$ cat src/sv/escape_string_decoder_macros.svh
// Assertion macros shared by the escape string decoder RTL.
`ifndef ESCAPE_STRING_DECODER_MACROS_SVH
`define ESCAPE_STRING_DECODER_MACROS_SVH

// Same-cycle implication, checked outside reset.
`define ESD_ASSERT_NOW(label, ante, cons, msg) \
    label: assert property (@(posedge clk) disable iff (!rst_n) (ante) |-> (cons)) \
        else $error(msg);

// Next-cycle implication, checked outside reset.
`define ESD_ASSERT_NEXT(label, ante, cons, msg) \
    label: assert property (@(posedge clk) disable iff (!rst_n) (ante) |=> (cons)) \
        else $error(msg);

`endif

$ cat src/sv/esd_pkg.sv
// Shared types, constants and the escape lookup for the escape string decoder.
package esd_pkg;

    localparam int unsigned ESD_QUEUE_DEPTH = 2;

    localparam logic [7:0] CHAR_CARET  = 8'h5E;
    localparam logic [7:0] CHAR_BSLASH = 8'h5C;
    localparam logic [7:0] CHAR_ZERO   = 8'h30;
    localparam logic [7:0] CHAR_NINE   = 8'h39;
    localparam logic [7:0] CARET_MASK  = 8'h1F;
    localparam logic [7:0] TERM_BYTE   = 8'h00;

    // Up to three result bytes produced by one input byte
    typedef struct packed {
        logic [1:0]      count;
        logic [2:0]      lasts;
        logic [2:0][7:0] bytes;
    } esd_bundle_t;

    typedef struct packed {
        logic full;
        logic empty;
    } esd_q_status_t;

    typedef struct packed {
        logic       hit;
        logic [7:0] value;
    } esd_esc_t;

    function automatic esd_esc_t esc_lookup(input logic [7:0] b);
        esd_esc_t r;
        r.hit   = 1'b1;
        r.value = b;
        unique case (b)
            8'h45:   r.value = 8'h1B;   // E -> ESC
            8'h5E:   r.value = 8'h5E;   // ^
            8'h5C:   r.value = 8'h5C;   // backslash
            8'h3A:   r.value = 8'h3A;   // :
            8'h6E:   r.value = 8'h0A;   // n -> LF
            8'h72:   r.value = 8'h0D;   // r -> CR
            8'h74:   r.value = 8'h09;   // t -> TAB
            8'h62:   r.value = 8'h08;   // b -> BS
            8'h66:   r.value = 8'h0C;   // f -> FF
            default: r.hit   = 1'b0;
        endcase
        return r;
    endfunction

    function automatic logic is_digit(input logic [7:0] b);
        return (b >= CHAR_ZERO) && (b <= CHAR_NINE);
    endfunction

endpackage

$ cat src/sv/esd_front.sv
// Front end: tracks escape state and turns each input byte into a result bundle.
module esd_front (
    input  logic                  clk,
    input  logic                  rst_n,
    input  logic                  in_valid,
    output logic                  in_stall,
    input  logic [7:0]            in_byte,
    input  logic                  in_last,
    input  esd_pkg::esd_q_status_t q_status,
    output logic                  q_push,
    output esd_pkg::esd_bundle_t  q_data
);
    import esd_pkg::*;

    typedef enum logic [1:0] {
        MODE_NORMAL,
        MODE_CARET,
        MODE_BSLASH,
        MODE_OCTAL
    } mode_t;

    mode_t      mode_reg, mode_next;
    logic [7:0] oval_reg, oval_next;
    logic [1:0] odig_reg, odig_next;

    logic       accept;
    logic [3:0] cand_v;
    logic [7:0] cand_b [4];
    logic [3:0] digit;
    logic [7:0] merged;
    logic [1:0] dig_inc;
    esd_esc_t   esc;

    assign in_stall = q_status.full;
    assign accept   = in_valid && !q_status.full;
    assign digit    = 4'(in_byte - CHAR_ZERO);
    assign merged   = {oval_reg[4:0], 3'b000} | {4'b0000, digit};
    assign dig_inc  = odig_reg + 2'd1;
    assign esc      = esc_lookup(in_byte);

    // Candidates: primary result, byte after an octal flush, flush at end, terminator
    always_comb
    begin
        mode_next = mode_reg;
        oval_next = oval_reg;
        odig_next = odig_reg;
        cand_v    = 4'b0000;
        cand_b[0] = in_byte;
        cand_b[1] = in_byte;
        cand_b[2] = oval_reg;
        cand_b[3] = TERM_BYTE;
        unique case (mode_reg)
            MODE_NORMAL:
            begin
                if (in_byte == CHAR_CARET)
                    mode_next = MODE_CARET;
                else if (in_byte == CHAR_BSLASH)
                    mode_next = MODE_BSLASH;
                else
                    cand_v[0] = 1'b1;
            end
            MODE_CARET:
            begin
                cand_v[0] = 1'b1;
                cand_b[0] = in_byte & CARET_MASK;
                mode_next = MODE_NORMAL;
            end
            MODE_BSLASH:
            begin
                mode_next = MODE_NORMAL;
                if (esc.hit)
                begin
                    cand_v[0] = 1'b1;
                    cand_b[0] = esc.value;
                end
                else if (is_digit(in_byte))
                begin
                    oval_next = {4'b0000, digit};
                    odig_next = 2'd1;
                    mode_next = MODE_OCTAL;
                end
                else
                    cand_v[0] = 1'b1;
            end
            MODE_OCTAL:
            begin
                if (is_digit(in_byte))
                begin
                    if (dig_inc == 2'd3 || dig_inc == 2'd0)
                    begin
                        cand_v[0] = 1'b1;
                        cand_b[0] = merged;
                        mode_next = MODE_NORMAL;
                        oval_next = '0;
                        odig_next = '0;
                    end
                    else
                    begin
                        oval_next = merged;
                        odig_next = dig_inc;
                    end
                end
                else
                begin
                    // flush the value, then decode this byte as a plain one
                    cand_v[0] = 1'b1;
                    cand_b[0] = oval_reg;
                    mode_next = MODE_NORMAL;
                    oval_next = '0;
                    odig_next = '0;
                    if (in_byte == CHAR_CARET)
                        mode_next = MODE_CARET;
                    else if (in_byte == CHAR_BSLASH)
                        mode_next = MODE_BSLASH;
                    else
                        cand_v[1] = 1'b1;
                end
            end
            default:
                mode_next = MODE_NORMAL;
        endcase
        if (in_last)
        begin
            cand_v[2] = (mode_next == MODE_OCTAL);
            cand_b[2] = oval_next;
            cand_v[3] = 1'b1;
            mode_next = MODE_NORMAL;
            oval_next = '0;
            odig_next = '0;
        end
    end

    // Pack the present candidates into consecutive slots
    always_comb
    begin
        logic [1:0] slot;
        slot         = 2'd0;
        q_data.bytes = '0;
        q_data.lasts = '0;
        for (int k = 0; k < 4; k++)
        begin
            if (cand_v[k] && slot != 2'd3)
            begin
                q_data.bytes[slot] = cand_b[k];
                q_data.lasts[slot] = (k == 3);
                slot = slot + 2'd1;
            end
        end
        q_data.count = slot;
    end

    assign q_push = accept && (q_data.count != 2'd0);

    always_ff @(posedge clk or negedge rst_n)
    begin
        if (!rst_n)
        begin
            mode_reg <= MODE_NORMAL;
            oval_reg <= '0;
            odig_reg <= '0;
        end
        else if (accept)
        begin
            mode_reg <= mode_next;
            oval_reg <= oval_next;
            odig_reg <= odig_next;
        end
    end

endmodule

$ cat src/sv/esd_queue.sv
// Short register queue of result bundles between front and back.
module esd_queue #(
    parameter int unsigned DEPTH = esd_pkg::ESD_QUEUE_DEPTH
) (
    input  logic                   clk,
    input  logic                   rst_n,
    input  logic                   push,
    input  esd_pkg::esd_bundle_t   push_data,
    input  logic                   pop,
    output esd_pkg::esd_bundle_t   pop_data,
    output esd_pkg::esd_q_status_t status
);
    import esd_pkg::*;

    localparam int unsigned PTR_W = (DEPTH > 1) ? $clog2(DEPTH) : 1;
    localparam int unsigned CNT_W = $clog2(DEPTH + 1);

    esd_bundle_t        store_reg [DEPTH];
    logic [PTR_W-1:0]   wr_ptr_reg, wr_ptr_next;
    logic [PTR_W-1:0]   rd_ptr_reg, rd_ptr_next;
    logic [CNT_W-1:0]   count_reg, count_next;

    assign status.full  = (count_reg == CNT_W'(DEPTH));
    assign status.empty = (count_reg == '0);
    assign pop_data     = store_reg[rd_ptr_reg];

    always_comb
    begin
        wr_ptr_next = wr_ptr_reg;
        rd_ptr_next = rd_ptr_reg;
        count_next  = count_reg;
        if (push)
            wr_ptr_next = (wr_ptr_reg == PTR_W'(DEPTH - 1)) ? '0 : wr_ptr_reg + 1'b1;
        if (pop)
            rd_ptr_next = (rd_ptr_reg == PTR_W'(DEPTH - 1)) ? '0 : rd_ptr_reg + 1'b1;
        if (push && !pop)
            count_next = count_reg + 1'b1;
        else if (pop && !push)
            count_next = count_reg - 1'b1;
    end

    always_ff @(posedge clk or negedge rst_n)
    begin
        if (!rst_n)
        begin
            wr_ptr_reg <= '0;
            rd_ptr_reg <= '0;
            count_reg  <= '0;
        end
        else
        begin
            wr_ptr_reg <= wr_ptr_next;
            rd_ptr_reg <= rd_ptr_next;
            count_reg  <= count_next;
        end
    end

    always_ff @(posedge clk)
    begin
        if (push)
            store_reg[wr_ptr_reg] <= push_data;
    end

endmodule

$ cat src/sv/esd_back.sv
// Back end: unpacks result bundles onto the output channel one byte at a time.
module esd_back (
    input  logic                   clk,
    input  logic                   rst_n,
    input  esd_pkg::esd_q_status_t q_status,
    input  esd_pkg::esd_bundle_t   q_data,
    output logic                   q_pop,
    output logic                   out_valid,
    input  logic                   out_stall,
    output logic [7:0]             out_byte,
    output logic                   out_last
);
    import esd_pkg::*;

    esd_bundle_t bundle_reg;
    logic [1:0]  idx_reg;
    logic        valid_reg;
    logic        final_slot;
    logic        out_accept;

    assign out_valid  = valid_reg;
    assign out_byte   = bundle_reg.bytes[idx_reg];
    assign out_last   = bundle_reg.lasts[idx_reg];
    assign out_accept = valid_reg && !out_stall;
    assign final_slot = (idx_reg == bundle_reg.count - 2'd1);
    assign q_pop      = !q_status.empty && (!valid_reg || (out_accept && final_slot));

    always_ff @(posedge clk or negedge rst_n)
    begin
        if (!rst_n)
        begin
            valid_reg <= 1'b0;
            idx_reg   <= '0;
        end
        else if (q_pop)
        begin
            valid_reg <= 1'b1;
            idx_reg   <= '0;
        end
        else if (out_accept)
        begin
            // advance within the bundle, drop valid after its final byte
            if (final_slot)
                valid_reg <= 1'b0;
            else
                idx_reg <= idx_reg + 2'd1;
        end
    end

    always_ff @(posedge clk)
    begin
        if (q_pop)
            bundle_reg <= q_data;
    end

endmodule

$ cat src/sv/escape_string_decoder.sv
// Escape string decoder: raw key-mapping bytes in, decoded bytes out.
//
// Input channel (in_valid/in_stall, in_byte, in_last) takes one raw byte per
// transaction; in_last marks the final byte of a string. Output channel
// (out_valid/out_stall, out_byte, out_last) gives the decoded bytes, then a
// zero byte with out_last set that closes the string.
// A byte gives zero to three output bytes. The front end decodes it in the
// cycle it is taken and pushes the results as one bundle into a queue of
// QUEUE_DEPTH bundles; the back end plays a bundle out one byte per cycle
// while out_stall is low. A byte's first result passes the queue register,
// then the back end output register. Throughput: one input byte per cycle
// while each gives at most one result and the output is not stalled; a byte
// with more results keeps the back end's single output register busy.
// in_stall rises only when the queue is full. A stalled output holds its
// byte; the front keeps taking input until the queue fills.
// Reset clears the escape state, the queue and the output valid.
`include "escape_string_decoder_macros.svh"

module escape_string_decoder #(
    parameter int unsigned QUEUE_DEPTH = esd_pkg::ESD_QUEUE_DEPTH
) (
    input  logic       clk,
    input  logic       rst_n,
    input  logic       in_valid,
    output logic       in_stall,
    input  logic [7:0] in_byte,
    input  logic       in_last,
    output logic       out_valid,
    input  logic       out_stall,
    output logic [7:0] out_byte,
    output logic       out_last
);
    import esd_pkg::*;

    esd_q_status_t q_status;
    esd_bundle_t   push_data;
    esd_bundle_t   pop_data;
    logic          q_push;
    logic          q_pop;

    esd_front u_front (
        .clk      (clk),
        .rst_n    (rst_n),
        .in_valid (in_valid),
        .in_stall (in_stall),
        .in_byte  (in_byte),
        .in_last  (in_last),
        .q_status (q_status),
        .q_push   (q_push),
        .q_data   (push_data)
    );

    esd_queue #(
        .DEPTH (QUEUE_DEPTH)
    ) u_queue (
        .clk       (clk),
        .rst_n     (rst_n),
        .push      (q_push),
        .push_data (push_data),
        .pop       (q_pop),
        .pop_data  (pop_data),
        .status    (q_status)
    );

    esd_back u_back (
        .clk       (clk),
        .rst_n     (rst_n),
        .q_status  (q_status),
        .q_data    (pop_data),
        .q_pop     (q_pop),
        .out_valid (out_valid),
        .out_stall (out_stall),
        .out_byte  (out_byte),
        .out_last  (out_last)
    );

    `ESD_ASSERT_NOW(a_no_push_full, q_status.full, !q_push, "push into full queue")
    `ESD_ASSERT_NOW(a_no_pop_empty, q_status.empty, !q_pop, "pop from empty queue")
    `ESD_ASSERT_NOW(a_term_zero, out_valid && out_last, out_byte == TERM_BYTE, "terminator not zero")
    `ESD_ASSERT_NEXT(a_last_in_pushes, in_valid && !in_stall && in_last, !q_status.empty, "string end lost")

endmodule

$ cat config.mk
export PLATFORM = sky130hd
export DESIGN_NAME = escape_string_decoder
export DESIGN_NICKNAME = d
export VERILOG_FILES = /design/src/sv/esd_pkg.sv /design/src/sv/esd_front.sv /design/src/sv/esd_queue.sv /design/src/sv/esd_back.sv /design/src/sv/escape_string_decoder.sv
export VERILOG_INCLUDE_DIRS = /design/src /design/src/sv
export SDC_FILE = /design/constraint.sdc
export NUM_CORES = 1
export LEC_CHECK = 0
export ABC_AREA = 1
export BUFFER_PORTS_ARGS = -buffer_cell sky130_fd_sc_hd__clkbuf_2
export CAP_MARGIN = 20
export CORE_MARGIN = 4
export CORE_UTILIZATION = 45
export DETAILED_ROUTE_END_ITERATION = 6
export RECOVER_POWER = 25
export SYNTH_ARGS = -nofsm -noshare
export SYNTH_HDL_FRONTEND = slang
export SYNTH_SLANG_ARGS = --single-unit
export TNS_END_PERCENT = 30
$ cat constraint.sdc
create_clock -name clk -period 7 [get_ports clk]
set_input_delay 1.4 -clock clk [delete_from_list [all_inputs] [get_ports clk]]
set_output_delay 1.4 -clock clk [all_outputs]
set_load 0.01 [all_outputs]
==> reports/summary.txt, run 1 <==
DRT
------------------------------------------------------------------------------------------
Iteration-0 DRC Markers                                                                246
Vias per Instance                                                                     5.18
Number of DRC violations after detailed routing                                          0
Vias after detailed routing                                                          4,353
First drt pass iteration count                                                           5
Wire length after detailed routing                                               13,700 µm
Routed length per placed instance                                                  16.3 µm
Post-route ant nets                                                                      0

STA
------------------------------------------------------------------------------------------
Max_slew headroom                                                                   -10.8%
Skew final                                                                       0.0109 ns
Minimum period implied by the final worst setup slack                              4.22 ns
Smallest setup slack after layout                                                  2.78 ns
Hold Violations, Final                                                                   0
Final worst path period share                                                        60.2%
RSZ-0062 raised after global routing                                                 false
Total Negative Setup Slacks                                                           0 ns
Worst slew pin tran                                                                1.66 ns
Number of slew-limit violations in the final report                                     33
Fmax achieved                                                                      237 MHz
Worst hold slack across all endpoints                                             0.512 ns
Number of endpoints failing setup at the final stage                                     0

FINISH
------------------------------------------------------------------------------------------
Filler Cell Count                                                                    1,168
Highest-count cells in the layout ignoring fill and taps                      sky130_fd_sc_hd__nand2_1 (217), sky130_fd_sc_hd__edfxtp_1 (87), sky130_fd_sc_hd__nor2_1 (69)
Most common cell after layout, fill and taps aside                            sky130_fd_sc_hd__nand2_1
Growth of design area from synthesis to finish                                       10.9%
Flip-flop count of the largest register, all copies and words added                     58
Diodes inserted                                                                          0
Utilization after layout                                                             51.2%
Number of nets in the finished design                                                  686
Layout cells sized above 1                                                           10.5%

PLACEMENT
------------------------------------------------------------------------------------------
Placer Congestion                                                                    0.959
Count of buffers from port buffering                                                    23
Worst setup slack before clock tree synthesis                                      2.43 ns
DPL Wire Length                                                                  10,300 µm

SETUP PATH
------------------------------------------------------------------------------------------
Peak fanout along the critical path                                                     21
Required time of the critical path                                                 7.01 ns
Startpoint type of the worst setup path                                       primary input
Capturing element type of the critical path                                           flop
Worst EP arrival                                                                   4.23 ns
Worst setup path class                                                              in2reg
R2R Setup Slk                                                                      2.88 ns
Crit path launch                                                                in_byte[2]
Crit Reg-Reg Startpoint                                                       u_back.idx_reg[0]

GLOBAL ROUTING
------------------------------------------------------------------------------------------
GRT Overall Usage                                                                    19.8%
Global-route wire length before repair                                           22,200 µm
Number of antenna violations at the first check in global routing                        0
Total congestion overflow                                                                0
Largest net degree at the start of global routing                                       33
Number of global-route vias before repair                                            4,186

DIE
------------------------------------------------------------------------------------------
Vert. Die Dim                                                                       119 µm
Number of ports placed on the die boundary                                              24
Area of the die                                                                 0.0143 mm²
Floorplan core area                                                             0.0121 mm²
Horizontal die dimension                                                            119 µm
Effective utilization at floorplan                                                   46.2%
Placement Rows                                                                          40

PWR
------------------------------------------------------------------------------------------
Static leakage                                                                     2.58 nW
Sw power                                                                        0.000710 W
Reg power frac                                                                       45.7%
Switching power as a share of total power                                            33.0%
Internal cell power                                                              0.00144 W
IR Drop Worst-Case VDD                                                              145 µV
Clock Power Share                                                                    26.6%
PD cells                                                                        347 mW/mm²
Combinational cell fraction of total power                                           27.7%

YOSYS
------------------------------------------------------------------------------------------
Unique masters post-synth                                                               35
Netlist area before placement                                                  0.00559 mm²
Fraction of synthesis flops using an asynchronous set or reset pin                   17.9%
FF+latch count, synth                                                                  106
Post-synthesis sequential area ratio                                                 55.2%
Number of cells produced by synthesis                                                  649
Syn nets                                                                               667
Count of warnings emitted by yosys                                                       0
Average footprint of a synthesized cell                                           8.62 µm²
Number of flops mapped to enable cells by yosys                                         87
Most instantiated flip-flop cell in the synthesis netlist                     sky130_fd_sc_hd__edfxtp_1

CLOCK NETWORK
------------------------------------------------------------------------------------------
Clock edge transition at the registers on the reported setup and hold paths        0.07 ns
Clock insertion delay at the later pin of the skew report                          0.34 ns
Clock buffers created by TritonCTS                                                       9
Clock root buffer master                                                      sky130_fd_sc_hd__clkbuf_16
Number of sinks on the clock net                                                       106
H-tree depth                                                                             3
CTS resizes                                                                              0
Clock tree from TritonCTS                                                            built
Quantity of hold-fixing buffers added after cts                                          0
Number of setup buffers added after CTS                                                  0
Deepest clock path buffer count                                                          2

WORST HOLD PATH
------------------------------------------------------------------------------------------
Worst Min Path Start                                                          u_queue.store_reg[0][9]
Path category of the worst min-delay check                                         reg2reg

STATUS
------------------------------------------------------------------------------------------
Run status                                                                    complete, but fails checks
Failing checks                                                                max-capacitance violations, max-slew violations

FLOW RUN
------------------------------------------------------------------------------------------
Number of max-cap violations                                                             1

power by group through the flow:
stage	Combinational, W	Clock [W]	Sequential [W]
CTS	0.000610	0.000588	0.000982
detailed placement	0.000608	0	0.000996
floorplan	0.000430	0	0.000971
finish	0.000595	0.000573	0.000983
global route	0.000681	0.000612	0.00100
global placement	0.000602	0	0.000989
final cells by class:
cell class / count / area [µm²] / share of cell area [%]
clock buffer: 9 / 225 / 3.63
clock inverter: 7 / 123 / 1.98
inverter: 54 / 203 / 3.27
multi-input combinational: 469 / 2210 / 35.7
sequential: 106 / 3090 / 49.8
tap: 168 / 210 / 3.39
timing repair buffer: 28 / 141 / 2.28
cell families after synthesis:
kind of cell               after synthesis  share of synthesized area [%]
and+or+nand+nor                        376                           29.4
DFF                                    106                           55.2
AOI/OAI and AO/OA                       84                           8.28
buffers and inverters                   74                           5.35
adders and majority gates                5                           1.12
xor gates and xnor gates                 4                          0.627
per-stage QoR:
stage	cell area (µm²)	power, W	cells
CTS	6220	0.00218	841
detailed placement	5870	0.00160	825
global route	6200	0.00229	841
global placement	5870	0.00159	825
floorplan	5590	0.00140	649
finish	6200	0.00215	841
worst paths after layout:
check | depth (start not counted) | to
worst max-delay path | 15 | u_queue.store_reg[1][23]
worst min-delay path | 2 | u_back.bundle_reg[9]
worst max register to register | 11 | u_queue.count_reg[1]
worst min register to register | 2 | u_back.bundle_reg[9]
max in group asynchronous | 1 | u_front.odig_reg[1]
min in group asynchronous | 1 | u_queue.rd_ptr_reg
routing by layer:
metal / vias up / wire [µm] / part of all wire, % / GRT usage (%)
met5: - / 0 / 0 / 0
met4: 0 / 506 / 3.7 / 8.52
met3: 27 / 583 / 4.3 / 3.13
met2: 107 / 6640 / 48 / 32.8
met1: 2014 / 5990 / 44 / 25.7
li1: 2205 / - / - / -
worst max-delay path, cell delays in order:
cell and delay (ns):
sky130_fd_sc_hd__clkbuf_2 0.21, sky130_fd_sc_hd__inv_1 0.15, sky130_fd_sc_hd__nand2_1 0.09, sky130_fd_sc_hd__nand2_1 0.06, sky130_fd_sc_hd__nand2_2 0.08, sky130_fd_sc_hd__nand2_4 0.11
sky130_fd_sc_hd__nand2_1 0.30, sky130_fd_sc_hd__nand2_2 0.18, sky130_fd_sc_hd__nor2_1 0.23, sky130_fd_sc_hd__ha_1 0.27, sky130_fd_sc_hd__inv_1 0.11, sky130_fd_sc_hd__nand3_1 0.10
sky130_fd_sc_hd__nand2_1 0.12, sky130_fd_sc_hd__nor2_2 0.41, sky130_fd_sc_hd__buf_4 0.38
Yosys cell counts, types with 3 or more instances:
master	number	area, µm²
sky130_fd_sc_hd__nand2_1	217	815
sky130_fd_sc_hd__a21oi_1	14	70.1
sky130_fd_sc_hd__nand4_1	10	62.6
sky130_fd_sc_hd__o211ai_1	7	52.6
sky130_fd_sc_hd__nor2_2	3	18.8
sky130_fd_sc_hd__ha_1	5	62.6
sky130_fd_sc_hd__o21ai_0	56	280
sky130_fd_sc_hd__dfrtp_1	19	475
sky130_fd_sc_hd__nand3_1	54	270
sky130_fd_sc_hd__nor2_4	3	33.8
sky130_fd_sc_hd__edfxtp_1	87	2610
sky130_fd_sc_hd__nand2_2	7	43.8
sky130_fd_sc_hd__clkbuf_1	14	52.6
sky130_fd_sc_hd__nor2_1	71	267
sky130_fd_sc_hd__inv_2	4	15.0
sky130_fd_sc_hd__inv_1	50	188
Note: power is estimated with default switching activity, not from simulation.
==> run 2, diff against run 1 <==
- clock period: 7 -> 3.6 ns (I/O delays scaled with it)
==> run 2 against run 1 <==
The run now ends clean. Die area unchanged. Routed wire length up 0.67%. Via count up 1.5%. Core utilization up 0.29 points.
==> reports/summary.txt, run 2 (synthesis results as in run 1) <==
CLOCK NETWORK
------------------------------------------------------------------------------------------
Clock insertion delay at the later pin of the skew report                          0.34 ns
Clock buffers created by TritonCTS                                                       9
Quantity of hold-fixing buffers added after cts                                          0
Number of sinks on the clock net                                                       106
Clock root buffer master                                                      sky130_fd_sc_hd__clkbuf_16
Number of setup buffers added after CTS                                                  0
Clock edge transition at the registers on the reported setup and hold paths        0.06 ns
H-tree depth                                                                             3
CTS resizes                                                                              0
Clock tree from TritonCTS                                                            built
Deepest clock path buffer count                                                          2

SETUP PATH
------------------------------------------------------------------------------------------
Required time of the critical path                                                 3.67 ns
Crit path cell chain                                                          clkbuf_2 > inv_1 > nand2_1 > nand2_1 > nand2_1 > nand2_4 > nand2_1 > nand2_2 > nor2_1 > ha_1 > nand2_1 > nand3_4 > nor2_8 > inv_2 > nand2_1 > nand2_1 > nor2_4 > nor2_1
Endpoint of the most critical register-to-register path                       u_queue.store_reg[1][4]
Startpoint type of the worst setup path                                       primary input
R2R Setup Slk                                                                      0.50 ns
Worst EP arrival                                                                   3.25 ns
Number of logic stages on the critical path including buffering                         18
Worst setup path class                                                              in2reg
Critical Path Sink                                                            u_queue.store_reg[1][4]
Cell repeated most along the worst path                                       sky130_fd_sc_hd__nand2_1
Capturing element type of the critical path                                           flop
Crit path launch                                                                in_byte[2]
Path depth of the worst reg2reg path                                                    18
Critical path's slowest cell                                                  sky130_fd_sc_hd__ha_1
Delay-heaviest family, CP                                                     simple AND/OR/NAND/NOR gates
Buf+Inv Stages, Crit Path                                                                3
Crit Reg-Reg Startpoint                                                       u_front.odig_reg[0]
Delay contributed by the slowest stage of the critical path                        0.29 ns
Peak fanout along the critical path                                                     11

FLOW RUN
------------------------------------------------------------------------------------------
Number of max-cap violations                                                             0

GLOBAL ROUTING
------------------------------------------------------------------------------------------
Number of antenna violations at the first check in global routing                        0
Number of global-route vias before repair                                            4,254
Total congestion overflow                                                                0
Largest net degree at the start of global routing                                       32
Global-route wire length before repair                                           22,600 µm
GRT Overall Usage                                                                    20.2%

FINISH
------------------------------------------------------------------------------------------
Number of nets in the finished design                                                  700
Fin area                                                                       0.00624 mm²
Growth of design area from synthesis to finish                                       11.6%
Cell Count, Final, Fillers Out                                                         854
Most common cell after layout, fill and taps aside                            sky130_fd_sc_hd__nand2_1
Flip-flop count of the largest register, all copies and words added                     58
Layout cells sized above 1                                                           11.7%
Filler Cell Count                                                                    1,158
Highest-count cells in the layout ignoring fill and taps                      sky130_fd_sc_hd__nand2_1 (218), sky130_fd_sc_hd__edfxtp_1 (87), sky130_fd_sc_hd__nor2_1 (69)
Diodes inserted                                                                          0
Utilization after layout                                                             51.5%

PWR
------------------------------------------------------------------------------------------
Internal cell power                                                              0.00264 W
Static leakage                                                                     2.62 nW
IR Drop Worst-Case VDD                                                              251 µV
Reg power frac                                                                       46.5%
Sw power                                                                         0.00138 W
Combinational cell fraction of total power                                           32.1%
Clock Power Share                                                                    21.4%
PD cells                                                                        645 mW/mm²
Switching power as a share of total power                                            34.4%

WORST HOLD PATH
------------------------------------------------------------------------------------------
Path category of the worst min-delay check                                         reg2reg

STA
------------------------------------------------------------------------------------------
Skew final                                                                      0.00965 ns
Number of endpoints failing setup at the final stage                                     0
Worst slew pin tran                                                                1.37 ns
RSZ-0062 raised after global routing                                                 false
Final worst path period share                                                        88.2%
Minimum period implied by the final worst setup slack                              3.18 ns
Worst hold slack across all endpoints                                             0.508 ns
Fmax achieved                                                                      315 MHz
Max_slew headroom                                                                    8.54%
Hold Violations, Final                                                                   0
Number of slew-limit violations in the final report                                      0

DRT
------------------------------------------------------------------------------------------
Vias per Instance                                                                     5.17
Number of DRC violations after detailed routing                                          0
Iteration-0 DRC Markers                                                                412
First drt pass iteration count                                                           5
Routed length per placed instance                                                  16.2 µm
Vias after detailed routing                                                          4,419
Post-route ant nets                                                                      0
Wire length after detailed routing                                               13,800 µm

PLACEMENT
------------------------------------------------------------------------------------------
Cell area after placement                                                      0.00600 mm²
Placed Cells incl. Taps                                                                839
Count of buffers from port buffering                                                    23
DPL Wire Length                                                                  10,600 µm
Placer Congestion                                                                    0.923

DIE
------------------------------------------------------------------------------------------
Vert. Die Dim                                                                       119 µm
Effective utilization at floorplan                                                   46.2%
Area of the die                                                                 0.0143 mm²
Number of ports placed on the die boundary                                              24
Horizontal die dimension                                                            119 µm
Placement Rows                                                                          40
Floorplan core area                                                             0.0121 mm²

STATUS
------------------------------------------------------------------------------------------
Run status                                                                    finished clean

run 2: power groups by stage:
| stage | combinational [W] | clock (W) | sequential [W] |
|---|---|---|---|
| 6_report | 0.00129 | 0.000862 | 0.00187 |
| 3_5_place_dp | 0.00132 | 0 | 0.00190 |
| 5_1_grt | 0.00148 | 0.000937 | 0.00190 |
| 4_1_cts | 0.00133 | 0.000884 | 0.00187 |
| 3_3_place_gp | 0.00130 | 0 | 0.00189 |
| 2_1_floorplan | 0.000838 | 0 | 0.00189 |
run 2: worst min path at each step:
stage	start	endpoint	slack, ns	cells after the start
2_1_floorplan	rst_n	u_back.idx_reg[0]	0.42	0
3_3_place_gp	u_queue.store_reg[0][25]	u_back.bundle_reg[25]	0.49	2
3_5_place_dp	u_queue.store_reg[0][4]	u_back.bundle_reg[4]	0.49	2
4_1_cts	rst_n	u_back.out_valid	0.36	1
5_1_grt	u_queue.store_reg[0][4]	u_back.bundle_reg[4]	0.53	2
6_report	u_queue.store_reg[0][4]	u_back.bundle_reg[4]	0.51	2
run 2: worst min-delay path, delay by kind of cell, from the launching register on:
kind	cells	cell delay, ns
flops	1	0.32
simple gates	2	0.09
run 2: per-stage QoR:
step	setup slack (ns)	power [W]	TNS, ns
after floorplan	-0.303	0.00272	-8.85
after global placement	0.157	0.00318	0
after detailed placement	0.0970	0.00322	0
after CTS	0.454	0.00408	0
after global routing	0.180	0.00432	0
final	0.425	0.00402	0
run 2: metal layers:
metal,wire length [µm],vias up,track usage [%]
met4,481,0,8.66
met2,6780,116,34.1
met5,0,-,0
li1,-,2223,-
met3,526,25,3.32
met1,6020,2055,25.7
run 2: layout make-up:
class                      instances  area (µm²)  area share, %
tap                              168         210           3.37
clock buffer                      10         229           3.67
timing repair buffer              42         272           4.35
inverter                          54         203           3.25
multi-input combinational        469        2210           35.4
sequential                       106        3090           49.5
clock inverter                     5        30.0          0.481
